`src/rtl/tcpf_pkg.sv`:
```
// Shared types and constants for the two-class priority FIFO.
package tcpf_pkg;

    localparam int KEY_W = 32;
    localparam int TOTAL_W = 5;

    typedef enum logic [1:0] {
        OP_ENQ_NORMAL   = 2'd0,
        OP_ENQ_PRIORITY = 2'd1,
        OP_SERVE        = 2'd2,
        OP_COUNT        = 2'd3
    } t_opcode;

    typedef enum logic [1:0] {
        ST_ENQUEUED = 2'd0,
        ST_DROPPED  = 2'd1,
        ST_SERVED   = 2'd2,
        ST_EMPTY    = 2'd3
    } t_status;

    typedef struct packed {
        logic shift;
        logic load;
    } t_cell_ctl;

    typedef struct packed {
        logic push;
        logic pop;
    } t_queue_cmd;

endpackage

```
`src/rtl/tcpf_if.sv`:
```
// Valid/ready channel interfaces for input and result transactions.
interface tcpf_in_if;
    logic                                valid;
    logic                                ready;
    logic [1:0]                          opcode;
    logic signed [tcpf_pkg::KEY_W-1:0]   key_value;

    modport source (output valid, output opcode, output key_value, input ready);
    modport sink (input valid, input opcode, input key_value, output ready);
endinterface

interface tcpf_out_if;
    logic                                valid;
    logic                                ready;
    logic signed [tcpf_pkg::KEY_W-1:0]   served_key;
    logic [1:0]                          status;
    logic                                from_priority;
    logic [tcpf_pkg::TOTAL_W-1:0]        remaining_total;

    modport source (output valid, output served_key, output status,
                    output from_priority, output remaining_total, input ready);
    modport sink (input valid, input served_key, input status,
                  input from_priority, input remaining_total, output ready);
endinterface

```
`src/rtl/tcpf_cell.sv`:
```
// One storage cell of a queue: loads a new key or takes its neighbor's key.
module tcpf_cell (
    input  logic                        i_clk,
    input  tcpf_pkg::t_cell_ctl         i_ctl,
    input  logic [tcpf_pkg::KEY_W-1:0]  i_key,
    input  logic [tcpf_pkg::KEY_W-1:0]  i_neighbor,
    output logic [tcpf_pkg::KEY_W-1:0]  o_data
);

    logic [tcpf_pkg::KEY_W-1:0] r_data;

    always_ff @(posedge i_clk) begin
        if (i_ctl.shift) begin
            r_data <= i_neighbor;
        end else if (i_ctl.load) begin
            r_data <= i_key;
        end
    end

    assign o_data = r_data;

endmodule

```
`src/rtl/tcpf_queue.sv`:
```
// One bounded queue built as a row of cells with the head in cell zero.
module tcpf_queue #(
    parameter int QUEUE_DEPTH = 8,
    parameter int CNT_W = 4
) (
    input  logic                        i_clk,
    input  logic                        i_rst_n,
    input  tcpf_pkg::t_queue_cmd        i_cmd,
    input  logic [tcpf_pkg::KEY_W-1:0]  i_key,
    output logic [tcpf_pkg::KEY_W-1:0]  o_head,
    output logic [CNT_W-1:0]            o_count,
    output logic [CNT_W-1:0]            o_count_next,
    output logic                        o_full,
    output logic                        o_empty
);

    logic [CNT_W-1:0] r_count;
    logic [CNT_W-1:0] n_count;
    logic [tcpf_pkg::KEY_W-1:0] w_data [QUEUE_DEPTH+1];

    assign w_data[QUEUE_DEPTH] = '0;

    for (genvar g = 0; g < QUEUE_DEPTH; g++) begin : g_cell
        tcpf_pkg::t_cell_ctl w_ctl;

        assign w_ctl.shift = i_cmd.pop;
        assign w_ctl.load  = i_cmd.push && (r_count == CNT_W'(g));

        tcpf_cell u_cell (
            .i_clk      (i_clk),
            .i_ctl      (w_ctl),
            .i_key      (i_key),
            .i_neighbor (w_data[g+1]),
            .o_data     (w_data[g])
        );
    end

    always_comb begin
        n_count = r_count;
        if (i_cmd.push) begin
            n_count = r_count + CNT_W'(1);
        end else if (i_cmd.pop) begin
            n_count = r_count - CNT_W'(1);
        end
    end

    always_ff @(posedge i_clk) begin
        if (!i_rst_n) begin
            r_count <= '0;
        end else begin
            r_count <= n_count;
        end
    end

    assign o_head       = w_data[0];
    assign o_count      = r_count;
    assign o_count_next = n_count;
    assign o_full       = (r_count == CNT_W'(QUEUE_DEPTH));
    assign o_empty      = (r_count == '0);

endmodule

```
`src/rtl/two_class_priority_fifo_core.sv`:
```
// Top level of the two-class strict-priority FIFO scheduler.
// Every queue update is a single cell-row shift or load; each accepted result is registered.
// Throughput: one transaction per cycle while the sink takes each result.
// A new transaction is taken while the previous result waits, if the sink takes it that cycle.
// Reset empties both queues and the output register; cell contents are not cleared.
module two_class_priority_fifo_core #(
    parameter int QUEUE_DEPTH = 8
) (
    input  logic        i_clk,
    input  logic        i_rst_n,
    tcpf_in_if.sink     i_in,
    tcpf_out_if.source  o_out
);

    localparam int CNT_W = $clog2(QUEUE_DEPTH + 1);
    localparam int SUM_W = (CNT_W + 1 > tcpf_pkg::TOTAL_W) ? CNT_W + 1 : tcpf_pkg::TOTAL_W;

    tcpf_pkg::t_opcode    w_op;
    tcpf_pkg::t_queue_cmd w_cmd_n;
    tcpf_pkg::t_queue_cmd w_cmd_p;
    logic                 w_accept;
    logic [tcpf_pkg::KEY_W-1:0] w_head_n;
    logic [tcpf_pkg::KEY_W-1:0] w_head_p;
    logic [CNT_W-1:0]     w_cnt_n;
    logic [CNT_W-1:0]     w_cnt_p;
    logic [CNT_W-1:0]     w_cnt_next_n;
    logic [CNT_W-1:0]     w_cnt_next_p;
    logic                 w_full_n;
    logic                 w_full_p;
    logic                 w_empty_n;
    logic                 w_empty_p;
    logic [SUM_W-1:0]     w_total;

    logic [tcpf_pkg::KEY_W-1:0] n_served;
    tcpf_pkg::t_status          n_status;
    logic                       n_from_pri;

    logic                       r_out_valid;
    logic [tcpf_pkg::KEY_W-1:0] r_served;
    tcpf_pkg::t_status          r_status;
    logic                       r_from_pri;
    logic [tcpf_pkg::TOTAL_W-1:0] r_total;

    assign w_op     = tcpf_pkg::t_opcode'(i_in.opcode);
    assign i_in.ready = !r_out_valid || o_out.ready;
    assign w_accept = i_in.valid && i_in.ready;

    assign w_cmd_n.push = w_accept && (w_op == tcpf_pkg::OP_ENQ_NORMAL) && !w_full_n;
    assign w_cmd_p.push = w_accept && (w_op == tcpf_pkg::OP_ENQ_PRIORITY) && !w_full_p;
    assign w_cmd_p.pop  = w_accept && (w_op == tcpf_pkg::OP_SERVE) && !w_empty_p;
    assign w_cmd_n.pop  = w_accept && (w_op == tcpf_pkg::OP_SERVE) && w_empty_p && !w_empty_n;

    tcpf_queue #(.QUEUE_DEPTH(QUEUE_DEPTH), .CNT_W(CNT_W)) u_normal (
        .i_clk        (i_clk),
        .i_rst_n      (i_rst_n),
        .i_cmd        (w_cmd_n),
        .i_key        (i_in.key_value),
        .o_head       (w_head_n),
        .o_count      (w_cnt_n),
        .o_count_next (w_cnt_next_n),
        .o_full       (w_full_n),
        .o_empty      (w_empty_n)
    );

    tcpf_queue #(.QUEUE_DEPTH(QUEUE_DEPTH), .CNT_W(CNT_W)) u_priority (
        .i_clk        (i_clk),
        .i_rst_n      (i_rst_n),
        .i_cmd        (w_cmd_p),
        .i_key        (i_in.key_value),
        .o_head       (w_head_p),
        .o_count      (w_cnt_p),
        .o_count_next (w_cnt_next_p),
        .o_full       (w_full_p),
        .o_empty      (w_empty_p)
    );

    assign w_total = SUM_W'(w_cnt_next_n) + SUM_W'(w_cnt_next_p);

    always_comb begin
        n_served   = '0;
        n_status   = tcpf_pkg::ST_EMPTY;
        n_from_pri = 1'b0;
        unique case (w_op)
            tcpf_pkg::OP_ENQ_NORMAL: begin
                n_status = w_full_n ? tcpf_pkg::ST_DROPPED : tcpf_pkg::ST_ENQUEUED;
            end
            tcpf_pkg::OP_ENQ_PRIORITY: begin
                n_status = w_full_p ? tcpf_pkg::ST_DROPPED : tcpf_pkg::ST_ENQUEUED;
            end
            tcpf_pkg::OP_SERVE: begin
                if (!w_empty_p) begin
                    n_served   = w_head_p;
                    n_status   = tcpf_pkg::ST_SERVED;
                    n_from_pri = 1'b1;
                end else if (!w_empty_n) begin
                    n_served = w_head_n;
                    n_status = tcpf_pkg::ST_SERVED;
                end
            end
            default: begin
                n_status = tcpf_pkg::ST_EMPTY;
            end
        endcase
    end

    always_ff @(posedge i_clk) begin
        if (!i_rst_n) begin
            r_out_valid <= 1'b0;
        end else if (w_accept) begin
            r_out_valid <= 1'b1;
        end else if (o_out.ready) begin
            r_out_valid <= 1'b0;
        end
    end

    always_ff @(posedge i_clk) begin
        if (w_accept) begin
            r_served   <= n_served;
            r_status   <= n_status;
            r_from_pri <= n_from_pri;
            r_total    <= w_total[tcpf_pkg::TOTAL_W-1:0];
        end
    end

    assign o_out.valid           = r_out_valid;
    assign o_out.served_key      = r_served;
    assign o_out.status          = r_status;
    assign o_out.from_priority   = r_from_pri;
    assign o_out.remaining_total = r_total;

    a_count_bound: assert property (@(posedge i_clk) disable iff (!i_rst_n)
        (w_cnt_n <= CNT_W'(QUEUE_DEPTH)) && (w_cnt_p <= CNT_W'(QUEUE_DEPTH)))
        else $error("Queue count exceeds depth.");

    a_enq_ok: assert property (@(posedge i_clk) disable iff (!i_rst_n)
        (w_accept && (w_op == tcpf_pkg::OP_ENQ_NORMAL) && !w_full_n)
        |=> (r_status == tcpf_pkg::ST_ENQUEUED))
        else $error("Enqueue into a non-full queue was not reported as enqueued.");

    a_pri_first: assert property (@(posedge i_clk) disable iff (!i_rst_n)
        (w_accept && (w_op == tcpf_pkg::OP_SERVE) && !w_empty_p)
        |=> (r_from_pri && (r_status == tcpf_pkg::ST_SERVED)))
        else $error("Serve did not take from the non-empty priority queue.");

    a_single_pop: assert property (@(posedge i_clk) disable iff (!i_rst_n)
        !(w_cmd_n.pop && w_cmd_p.pop))
        else $error("Both queues popped in one transaction.");

endmodule

```
`src/flat_wrapper.sv`:
```
// flat-port wrapper written by rule: the top's interface ports become plain ports
module two_class_priority_fifo_core_flat 
#(
    parameter int QUEUE_DEPTH = 8
)
  (i_clk, i_rst_n, i_in_valid, i_in_opcode, i_in_key_value, i_in_ready, o_out_valid, o_out_served_key, o_out_status, o_out_from_priority, o_out_remaining_total, o_out_ready);
  tcpf_in_if i_in_i ();
  tcpf_out_if o_out_i ();
  input  logic i_clk;
  input  logic i_rst_n;
  input wire logic [$bits(i_in_i.valid)-1:0] i_in_valid;
  input wire logic [$bits(i_in_i.opcode)-1:0] i_in_opcode;
  input wire logic [$bits(i_in_i.key_value)-1:0] i_in_key_value;
  output wire logic [$bits(i_in_i.ready)-1:0] i_in_ready;
  output wire logic [$bits(o_out_i.valid)-1:0] o_out_valid;
  output wire logic [$bits(o_out_i.served_key)-1:0] o_out_served_key;
  output wire logic [$bits(o_out_i.status)-1:0] o_out_status;
  output wire logic [$bits(o_out_i.from_priority)-1:0] o_out_from_priority;
  output wire logic [$bits(o_out_i.remaining_total)-1:0] o_out_remaining_total;
  input wire logic [$bits(o_out_i.ready)-1:0] o_out_ready;
  assign i_in_i.valid = i_in_valid;
  assign i_in_i.opcode = i_in_opcode;
  assign i_in_i.key_value = i_in_key_value;
  assign i_in_ready = i_in_i.ready;
  assign o_out_valid = o_out_i.valid;
  assign o_out_served_key = o_out_i.served_key;
  assign o_out_status = o_out_i.status;
  assign o_out_from_priority = o_out_i.from_priority;
  assign o_out_remaining_total = o_out_i.remaining_total;
  assign o_out_i.ready = o_out_ready;
  two_class_priority_fifo_core #(.QUEUE_DEPTH(QUEUE_DEPTH)) u_core (.i_clk(i_clk), .i_rst_n(i_rst_n), .i_in(i_in_i), .o_out(o_out_i));
endmodule
```
`config.mk`:
```
export PLATFORM = sky130hd
export DESIGN_NAME = two_class_priority_fifo_core_flat
export DESIGN_NICKNAME = d
export VERILOG_FILES = /design/src/rtl/tcpf_pkg.sv /design/src/rtl/tcpf_if.sv /design/src/rtl/tcpf_cell.sv /design/src/rtl/tcpf_queue.sv /design/src/rtl/two_class_priority_fifo_core.sv /design/src/flat_wrapper.sv
export SDC_FILE = /design/constraint.sdc
export NUM_CORES = 1
export LEC_CHECK = 0
export ABC_CLOCK_PERIOD_IN_PS = 5500
export BUFFER_PORTS_ARGS = -buffer_cell sky130_fd_sc_hd__buf_2
export CAP_MARGIN = 30
export CORE_MARGIN = 2
export CORE_UTILIZATION = 50
export DETAILED_ROUTE_END_ITERATION = 6
export GPL_TIMING_DRIVEN = 0
export PLACE_DENSITY = 0.77
export SLEW_MARGIN = 20
export SYNTH_ARGS = -nofsm -noshare
export SYNTH_HDL_FRONTEND = slang
export SYNTH_HIERARCHICAL = 1
export SYNTH_SLANG_ARGS = --single-unit
```
`constraint.sdc`:
```
create_clock -name i_clk -period 5.5 [get_ports i_clk]
set_input_delay 0.275 -clock i_clk [delete_from_list [all_inputs] [get_ports i_clk]]
set_output_delay 0.275 -clock i_clk [all_outputs]
set_load 0.01 [all_outputs]
```
# Word-level counts from Yosys, hierarchy flattened
# Index checks and enable logic that the tools add are counted.
[totals]
output_inout_bits = 42
ff_bits = 561
elab_cells = 137
in_bits = 38
[classes]
n_mux = 42
n_eq_ne = 18
add_sub_neg = 5
n_reduce_logical = 49
[ops]
columns = ["op", "n"]
rows = [
  ["32-bit two-way mux", 30],
  ["4-bit by 3-bit == test with 1-bit output (second input constant)", 8],
  ["2-bit nonzero test", 15],
  ["1-bit logical AND", 25],
  ["4-bit by 2-bit == test with 1-bit output (second input constant)", 4],
  ["4-bit two-way mux", 4],
  ["4-bit by 1-bit adder with 4-bit output (second input constant)", 2],
  ["4-bit by 1-bit == test with 1-bit output (second input constant)", 2],
  ["4-bit == test (second input constant)", 2],
  ["4-bit logical NOT", 2],
  ["4-bit by 1-bit subtractor with 4-bit output (second input constant)", 2],
  ["1-bit two-way mux", 6],
  ["2-bit one-hot mux with 3 select lines", 1],
  ["4-bit by 4-bit adder with 5-bit output", 1],
  ["1-bit logical NOT", 5],
  ["2-bit by 1-bit == test with 1-bit output (second input constant)", 1],
  ["2-bit == test (second input constant)", 1],
  ["2-bit logical NOT", 1],
  ["2-bit two-way mux", 1],
  ["1-bit logical OR", 1],
]

# Longest topological paths before layout
# Gate-level depths: netlist of the first run.
[depth]
word_depth = 9
ltp_mapped = 15
ltp_nobuf = 13

# Cells and area by module
# Netlist of the first run, hierarchy kept.
[by_module_without_submodules]
columns = ["module", "seq_area_each_um2", "area_per_inst_um2", "cells_each", "n_inst"]
rows = [
  ["tcpf_cell", 960.9, 1507.7, 69, 16],
  ["two_class_priority_fifo_core", 1221.2, 1799.2, 112, 1],
  ["tcpf_queue", 80.1, 372.9, 46, 2],
]

# Least setup slack after synthesis of the first run
# Ideal clock, no wire load.
[synth_timing]
kind = "reg2reg"
from = "register u_core.u_priority.r_count[0], in the netlist u_core/u_priority/o_count[0]"
to = "register u_core.u_normal.g_cell[2].u_cell.r_data, in the netlist u_core/u_normal/g_cell[2].u_cell/o_data[0] (enable)"
stages_incl_launch_ff = 11
path_buffers = 4
path_slack_ns = 1.922
arrival_ns = 3.187
t_required_ns = 5.109
synth_period_minus_slack_ns = 3.578
setup_ns = 0.391
cell_sequence = "dfxtp_1 inv_1 ha_1 nor3b_1 nor4bb_1 buf_4 buf_6 and3_1 buf_6 buf_12 or2_1"
[synth_lines]
columns = ["element", "line", "source"]
rows = [
  ["start, declared", "tcpf_queue.sv:17", "logic [CNT_W-1:0] r_count;"],
  ["start signal, assigned", "tcpf_queue.sv:51", "r_count <= n_count;"],
  ["end signal, assigned", "tcpf_cell.sv:14", "r_data <= i_neighbor;"],
  ["end signal, assigned", "tcpf_cell.sv:16", "r_data <= i_key;"],
  ["end, declared", "tcpf_cell.sv:10", "logic [tcpf_pkg::KEY_W-1:0] r_data;"],
]

==> qor.txt, run 1 <==
status - finished clean
most frequent cells in the layout - edfxtp_1 (552), mux2_4 (464), buf_2 (82), conb_1 (64), clkbuf_16 (53)
FF+latch count, synth - 561
ANT nets after route - 0
Clock Sinks - 561
final setup fails - 0
largest net degree at the start of global routing - 36
initial core utilization - 50.6%
Net Sw Frac - 19.7%
pin slew with the least headroom to its limit - 942 ps
number of synthesized flops with an enable pin - 552
Setup crit end kind - flip-flop
slowest stage cell, crit path - and3_1
sequential element share of the synthesized area - 62.8%
vias in the first global route - 11.6k
count of pins over their slew limit - 0
iteration count of the initial detailed-routing pass - 5
Flop pwr share - 52.6%
Lkg Pwr - 10.9 nW
Register-to-Register Path Depth - 13
Via density - 5.04
RSZ-0062 raised after global routing - no
Residual DRC - 0
Clk Latency, worst-skew pair - 570 ps
share of layout cells above drive strength 1 - 49.7%
Initial DRC Count - 667
port buffer count - 79
Worst slew margin - 37.2%
CTS buffer count - 52
P_int - 7.38 mW
slowest stage delay, CP - 790 ps
worst hold stages - 2
Req. time, crit path - 5820 ps
R2R Path Start - u_core/u_priority/o_count[1]
core area - 52700 sq um
maximum vdd drop - 0.000193 V
total wire length - 42800 um
die area - 55200 sq um
Tot Pwr - 9.19 mW
YS warnings - 6
DIE HEIGHT - 235 um
global route overflow - 0
Synth Flop Type - edfxtp_1
Syn-to-layout area delta - 12.4%
Die X - 235 um
Logic pwr share - 7.3%
clock slew at reported path FFs - 60 ps
Final Skew - 15.7 ps
period utilization - 82.4%
CP startpoint kind - flip-flop
crit-path most repeated cell - ha_1
# diodes - 0
Core Rows - 84
CP Max Fanout - 12
nets@finish - 1556
crit-path cells - inv_1 -> ha_1 -> nor3b_1 -> nor4bb_1 -> buf_4 -> buf_6 -> and3_1 -> or4b_1 -> o22ai_2 -> xor2_1 -> ha_1 -> o21ai_0 -> nand2b_1
PwrDens - 306 nW/um^2
Top Family by Delay on Critical Path - simple AND/OR/NAND/NOR gates
wire length per cell - 19.1 um
Setup WS post-layout - 965 ps
first-pass GRT wire length - 66400 um
commonest non-fill, non-tap cell in the layout - edfxtp_1
synth unique cells - 39
mapped cell area - 26700 sq um
initial antenna violation count - 3
Period minus WS final - 4530 ps
Syn Inst Count - 1308
r2r setup slk - 970 ps
Hold Crit Class - in2reg
FFs w/ async S/R, synth - 0%
clock network fraction of total power - 40.1%
post-detailed-placement cell area - 28200 sq um
vias - 11.3k
WP data arrival - 4850 ps
Total GRT Usage - 15.3%
clock root cell - clkbuf_16
Fin Setup TNS - 0 ps
CP bufs+invs - 3
CP Class - reg2reg
total net switching power - 1.81 mW
I/O pins - 80
Critical R2R Capture - u_core/o_out.remaining_total[4]
Max Cap Viol - 0
routability cong. - 0.769
DP Worst Slack - 1040 ps
Critical Path Source - u_core/u_priority/o_count[1]
Hold EP - u_core/o_out.valid
FMAX - 221 MHz
Final Hold Violating Endpoints - 0
Mapped Avg Cell Area - 20.4 sq um
H-tree depth - 2
CTS max path bufs - 3
CTS tree - yes
detailed-placement wirelength estimate - 28700 um
hold_sp - i_rst_n
cell area after layout - 30000 sq um
[final cells by class]
class,instances,area (sq um)
clock buffer,64,1400
clock inverter,31,389
fill,3788,22700
inverter,10,37.5
buffer,76,1220
timing repair buffer,81,425
multi-input combinational,723,8900
tap,688,861
sequential,561,16800
[per-stage QoR]
step	cells	utilization [%]	hold WS, ps
after CTS	2234	56.9	37.1
after global routing	2234	56.9	63.9
after global placement	2137	53.5	522
after floorplan	1370	-	397
after detailed placement	2138	53.5	520
final	2234	56.9	66.3
[worst reg2reg max path, cell delays in order, from the launching register on]
cell and delay [ps]:
dfxtp_1 390, inv_1 120, ha_1 230, nor3b_1 540, nor4bb_1 420, buf_4 240, buf_6 160, and3_1 790
or4b_1 520, o22ai_2 200, xor2_1 230, ha_1 280, o21ai_0 90, nand2b_1 90
[cells by family (layout without fill, tap and decap cells)]
kind of cell,count (synthesis),after routing,synth area share [%]
AOI/OAI and AO/OA,45,45,1.44
muxes,514,514,28.2
DFF,561,561,62.8
adders and majority gates,13,13,0.638
buffers and inverters,86,262,4.70
other,2,64,0.0282
xor gates and xnor gates,6,6,0.197
and+or+nand+nor,81,81,1.94
[synth_stat cells, drive strengths merged (3+ instances only)]
cell	number	share of area [%]
edfxtp	552	62
inv	10	0.14
clkbuf	5	0.070
and3b	6	0.20
xnor2	4	0.13
a22o	32	1.1
a21boi	3	0.084
buf	71	4.5
nor2	8	0.11
and2	4	0.094
nor3b	11	0.35
ha	12	0.56
nand2	13	0.18
dfxtp	9	0.68
nand2b	4	0.094
nor2b	4	0.094
nor4bb	3	0.11
mux2	512	28
and3	6	0.14
or2	16	0.38
a21oi	3	0.056
[state kept, by name, indices dropped and copies added (netlist names)]
| signal | count |
|---|---|
| u_core/u_normal/g_cell.u_cell/o_data | 256 |
| u_core/u_priority/g_cell.u_cell/o_data | 256 |
| u_core/o_out.served_key | 32 |
| u_core/o_out.remaining_total | 5 |
| u_core/u_normal/o_count | 4 |
| u_core/u_priority/o_count | 4 |
| u_core/o_out.status | 2 |
| u_core/o_out.from_priority | 1 |
| u_core/o_out.valid | 1 |
[power by group through the flow]
stage	Combinational [mW]	Sequential (mW)	Clock, mW
floorplan	0.472	4.93	0
global placement	0.646	4.93	0
detailed placement	0.671	4.93	0
CTS	0.676	4.83	3.77
global route	0.718	4.84	3.93
finish	0.669	4.83	3.69
[how the worst max path moves through the flow]
| stage | endpoint | cells past startpoint |
|---|---|---|
| after floorplan | u_core/u_normal/g_cell[2].u_cell/o_data[0] | 10 |
| after global placement | u_core/u_normal/g_cell[7].u_cell/o_data[18] | 10 |
| after detailed placement | u_core/o_out.remaining_total[4] | 13 |
| after CTS | u_core/o_out.remaining_total[4] | 13 |
| after global routing | u_core/o_out.remaining_total[4] | 15 |
| final | u_core/o_out.remaining_total[4] | 13 |
[layer usage]
layer	up-vias	GRT usage, %	wire length (um)
met5	-	0	22
li1	5438	-	-
met3	67	2.76	1750
met2	193	25.8	20700
met4	4	4.16	803
met1	5564	20.5	19500
[timing repair]
action	CTS	global route
setup buffers	0	0
hold buffers	1	0
gates resized for setup	0	0
hold endpoints to repair	1	0
(Power assumes the default switching activity.)
==> run 2, diff against run 1 <==
--- a/config.mk
+++ b/config.mk
@@ -5,7 +5,8 @@
 export SDC_FILE = /design/constraint.sdc
 export NUM_CORES = 1
 export LEC_CHECK = 0
-export ABC_CLOCK_PERIOD_IN_PS = 5500
+export ABC_AREA = 1
+export ABC_CLOCK_PERIOD_IN_PS = 4700
 export BUFFER_PORTS_ARGS = -buffer_cell sky130_fd_sc_hd__buf_2
 export CAP_MARGIN = 30
 export CORE_MARGIN = 2
==> constraint.sdc (replaced) <==
create_clock -name i_clk -period 4.7 [get_ports i_clk]
set_input_delay 0.235 -clock i_clk [delete_from_list [all_inputs] [get_ports i_clk]]
set_output_delay 0.235 -clock i_clk [all_outputs]
set_load 0.01 [all_outputs]
==> run 2 against run 1 <==
First-iteration DRC count rose to 2.5 times the previous value. Core utilization down 0.14 points. Sequential power up 18%. Combinational power up 4.0%. Area after synthesis down 5.8%. Critical path type unchanged. Largest power group unchanged. Highest routed layer is now met4.
==> qor.txt, run 2 <==
Top Family by Delay on Critical Path - simple AND/OR/NAND/NOR gates
Syn-to-layout area delta - 12.8%
CTS tree - yes
crit-path most repeated cell - inv_1
first-pass GRT wire length - 80600 um
CTS max path bufs - 3
synth unique cells - 27
Hold Crit Class - in2reg
mapped cell area - 25100 sq um
Initial DRC Count - 1669
clock network fraction of total power - 39.1%
share of layout cells above drive strength 1 - 12.3%
ANT nets after route - 0
I/O pins - 80
H-tree depth - 2
crit-path cells - inv_1 -> ha_1 -> inv_1 -> nor2_1 -> inv_2 -> buf_2 -> nand2_1 -> nor2_2 -> inv_1 -> nor2_2 -> nor2_1 -> o21ai_0 -> nand2_1 -> inv_1 -> ha_1 -> inv_1 -> fa_1 -> xnor2_1
CP Class - reg2reg
Final Hold Violating Endpoints - 0
Synth Flop Type - edfxtp_1
status - finished clean
Setup crit end kind - flip-flop
CP Max Fanout - 11
vias in the first global route - 15.4k
FF+latch count, synth - 561
PwrDens - 370 nW/um^2
CTS buffer count - 54
number of synthesized flops with an enable pin - 552
sequential element share of the synthesized area - 66.7%
count of pins over their slew limit - 0
initial antenna violation count - 4
Setup Fix Bufs, Post-CTS - 0
Period minus WS final - 3970 ps
core area - 49900 sq um
vias - 16.3k
Die X - 228 um
total wire length - 50600 um
post-synth top area cell - edfxtp_1
Core Rows - 82
maximum vdd drop - 0.000250 V
detailed-placement wirelength estimate - 35600 um
CP startpoint kind - flip-flop
CP bufs+invs - 7
Via density - 4.77
clock slew at reported path FFs - 60 ps
Fin Setup TNS - 0 ps
slowest stage cell, crit path - nor2_2
wire length per cell - 14.8 um
Net Sw Frac - 21.5%
FFs w/ async S/R, synth - 0%
most frequent cells in the layout - nand2_1 (1635), edfxtp_1 (552), buf_2 (85), buf_6 (64), conb_1 (64)
Final Skew - 20.5 ps
post-synth top area share - 66.0%
count leader, synth - nand2_1
iteration count of the initial detailed-routing pass - 5
Lkg Pwr - 12.1 nW
Mapped Avg Cell Area - 10.0 sq um
Worst slew margin - 40.4%
RSZ-0062 raised after global routing - no
fin cells - 3417
r2r setup slk - 730 ps
FMAX - 252 MHz
list of most frequent post-synthesis cells - nand2_1 (1635), edfxtp_1 (552), buf_6 (64)
ranking of synthesized cells by area - edfxtp_1 (66%), nand2_1 (24%), buf_6 (2.9%)
Clk Latency, worst-skew pair - 600 ps
final setup fails - 0
total net switching power - 2.26 mW
die area - 52100 sq um
clock root cell - clkbuf_16
Max Cap Viol - 0
# diodes - 0
slowest stage delay, CP - 670 ps
port buffer count - 79
nets@finish - 2755
Syn Inst Count - 2503
Logic pwr share - 6.6%
initial core utilization - 50.4%
Req. time, crit path - 5030 ps
final core utilization - 56.8%
commonest non-fill, non-tap cell in the layout - nand2_1
Final Hold Slack - 170 ps
Flop pwr share - 54.2%
WP data arrival - 4300 ps
period utilization - 84.5%
YS warnings - 6
Layout fillers - 4125
DIE HEIGHT - 228 um
global route overflow - 0
P_int - 8.22 mW
largest net degree at the start of global routing - 41
pin slew with the least headroom to its limit - 887 ps
routability cong. - 0.852
Residual DRC - 0
Placed Instances - 3317
Total GRT Usage - 19.7%
Clock Sinks - 561
[run 2: cell types whose count changed in the layout (fill, tap and decap cells not counted), moves of 45 or more]
cell     before   now
buf_6        19    64
nand2_1      13  1635
mux2_2       48     0
buf_4         1    52
buf_12       49     0
mux2_4      464     0
[run 2: kinds of logic (layout without fill, tap and decap cells)]
family / count (synthesis) / count (layout) / share of synthesized area, %
fa+ha+maj: 13 / 13 / 0.677
compound gates: 45 / 45 / 1.06
xor+xnor: 1 / 1 / 0.0349
buf+inv: 174 / 354 / 5.46
other cells: 2 / 64 / 0.0299
simple gates: 1707 / 1707 / 26.0
flops: 561 / 561 / 66.7
[run 2: final timing paths]
path | startpoint | endpoint | cells past startpoint
max reg2reg | u_core/u_priority/o_count[0] | u_core/o_out.remaining_total[2] | 18
max | u_core/u_priority/o_count[0] | u_core/o_out.remaining_total[2] | 18
min | i_in_opcode[0] | u_core/o_out.status[0] | 3
min reg2reg | u_core/u_priority/g_cell[7].u_cell/o_data[7] | u_core/u_priority/g_cell[6].u_cell/o_data[7] | 2
[run 2: repair_timing]
item,CTS,global route
endpoints found under the hold margin,10,0
hold buffers,3,0
resized for setup,0,0
[run 2: worst register-to-register path: cells and delay by family, from the launching register on]
| family | cells | cell delay [ps] |
|---|---|---|
| AO/OA/AOI/OAI | 1 | 130 |
| buffers and inverters | 7 | 940 |
| XOR/XNOR | 1 | 140 |
| AND/OR/NAND/NOR | 6 | 1220 |
| adder cells (fa/ha/maj) | 3 | 800 |
| flip-flops | 1 | 470 |
[run 2: per-layer routing]
layer	track usage, %	routed length, um	vias up	part of all wire [%]
li1	-	-	8387	-
met1	25.9	21000	7216	42
met2	33.3	24100	603	48
met3	3.33	4000	102	7.9
met4	7.01	1530	0	3.0
met5	0	0	-	0
[run 2: stage by stage]
step / area (sq um) / power, mW / worst slack, ps
floorplan: 25400 / 6.22 / 1170
global placement: 26600 / 6.45 / 266
detailed placement: 26600 / 6.48 / 813
CTS: 28300 / 10.5 / 820
global route: 28300 / 10.8 / 482
finish: 28300 / 10.5 / 729
[run 2: final cells by class]
| type | count | area, sq um | area share (%) |
|---|---|---|---|
| Buffer | 122 | 1140 | 4.01 |
| Timing Repair Buffer | 83 | 433 | 1.53 |
| Sequential cell | 561 | 16800 | 59.1 |
| Clock buffer | 67 | 1420 | 5.02 |
| Inverter | 52 | 235 | 0.830 |
| Multi-Input combinational cell | 1830 | 7230 | 25.5 |
| Tap cell | 672 | 841 | 2.97 |
| Clock inverter | 30 | 273 | 0.963 |
[run 2: power by group through the flow]
stage	Combinational, mW	Sequential [mW]	Clock, mW
finish	0.696	5.68	4.10
global route	0.794	5.69	4.35
CTS	0.695	5.69	4.16
detailed placement	0.689	5.79	0
global placement	0.658	5.79	0
floorplan	0.429	5.80	0
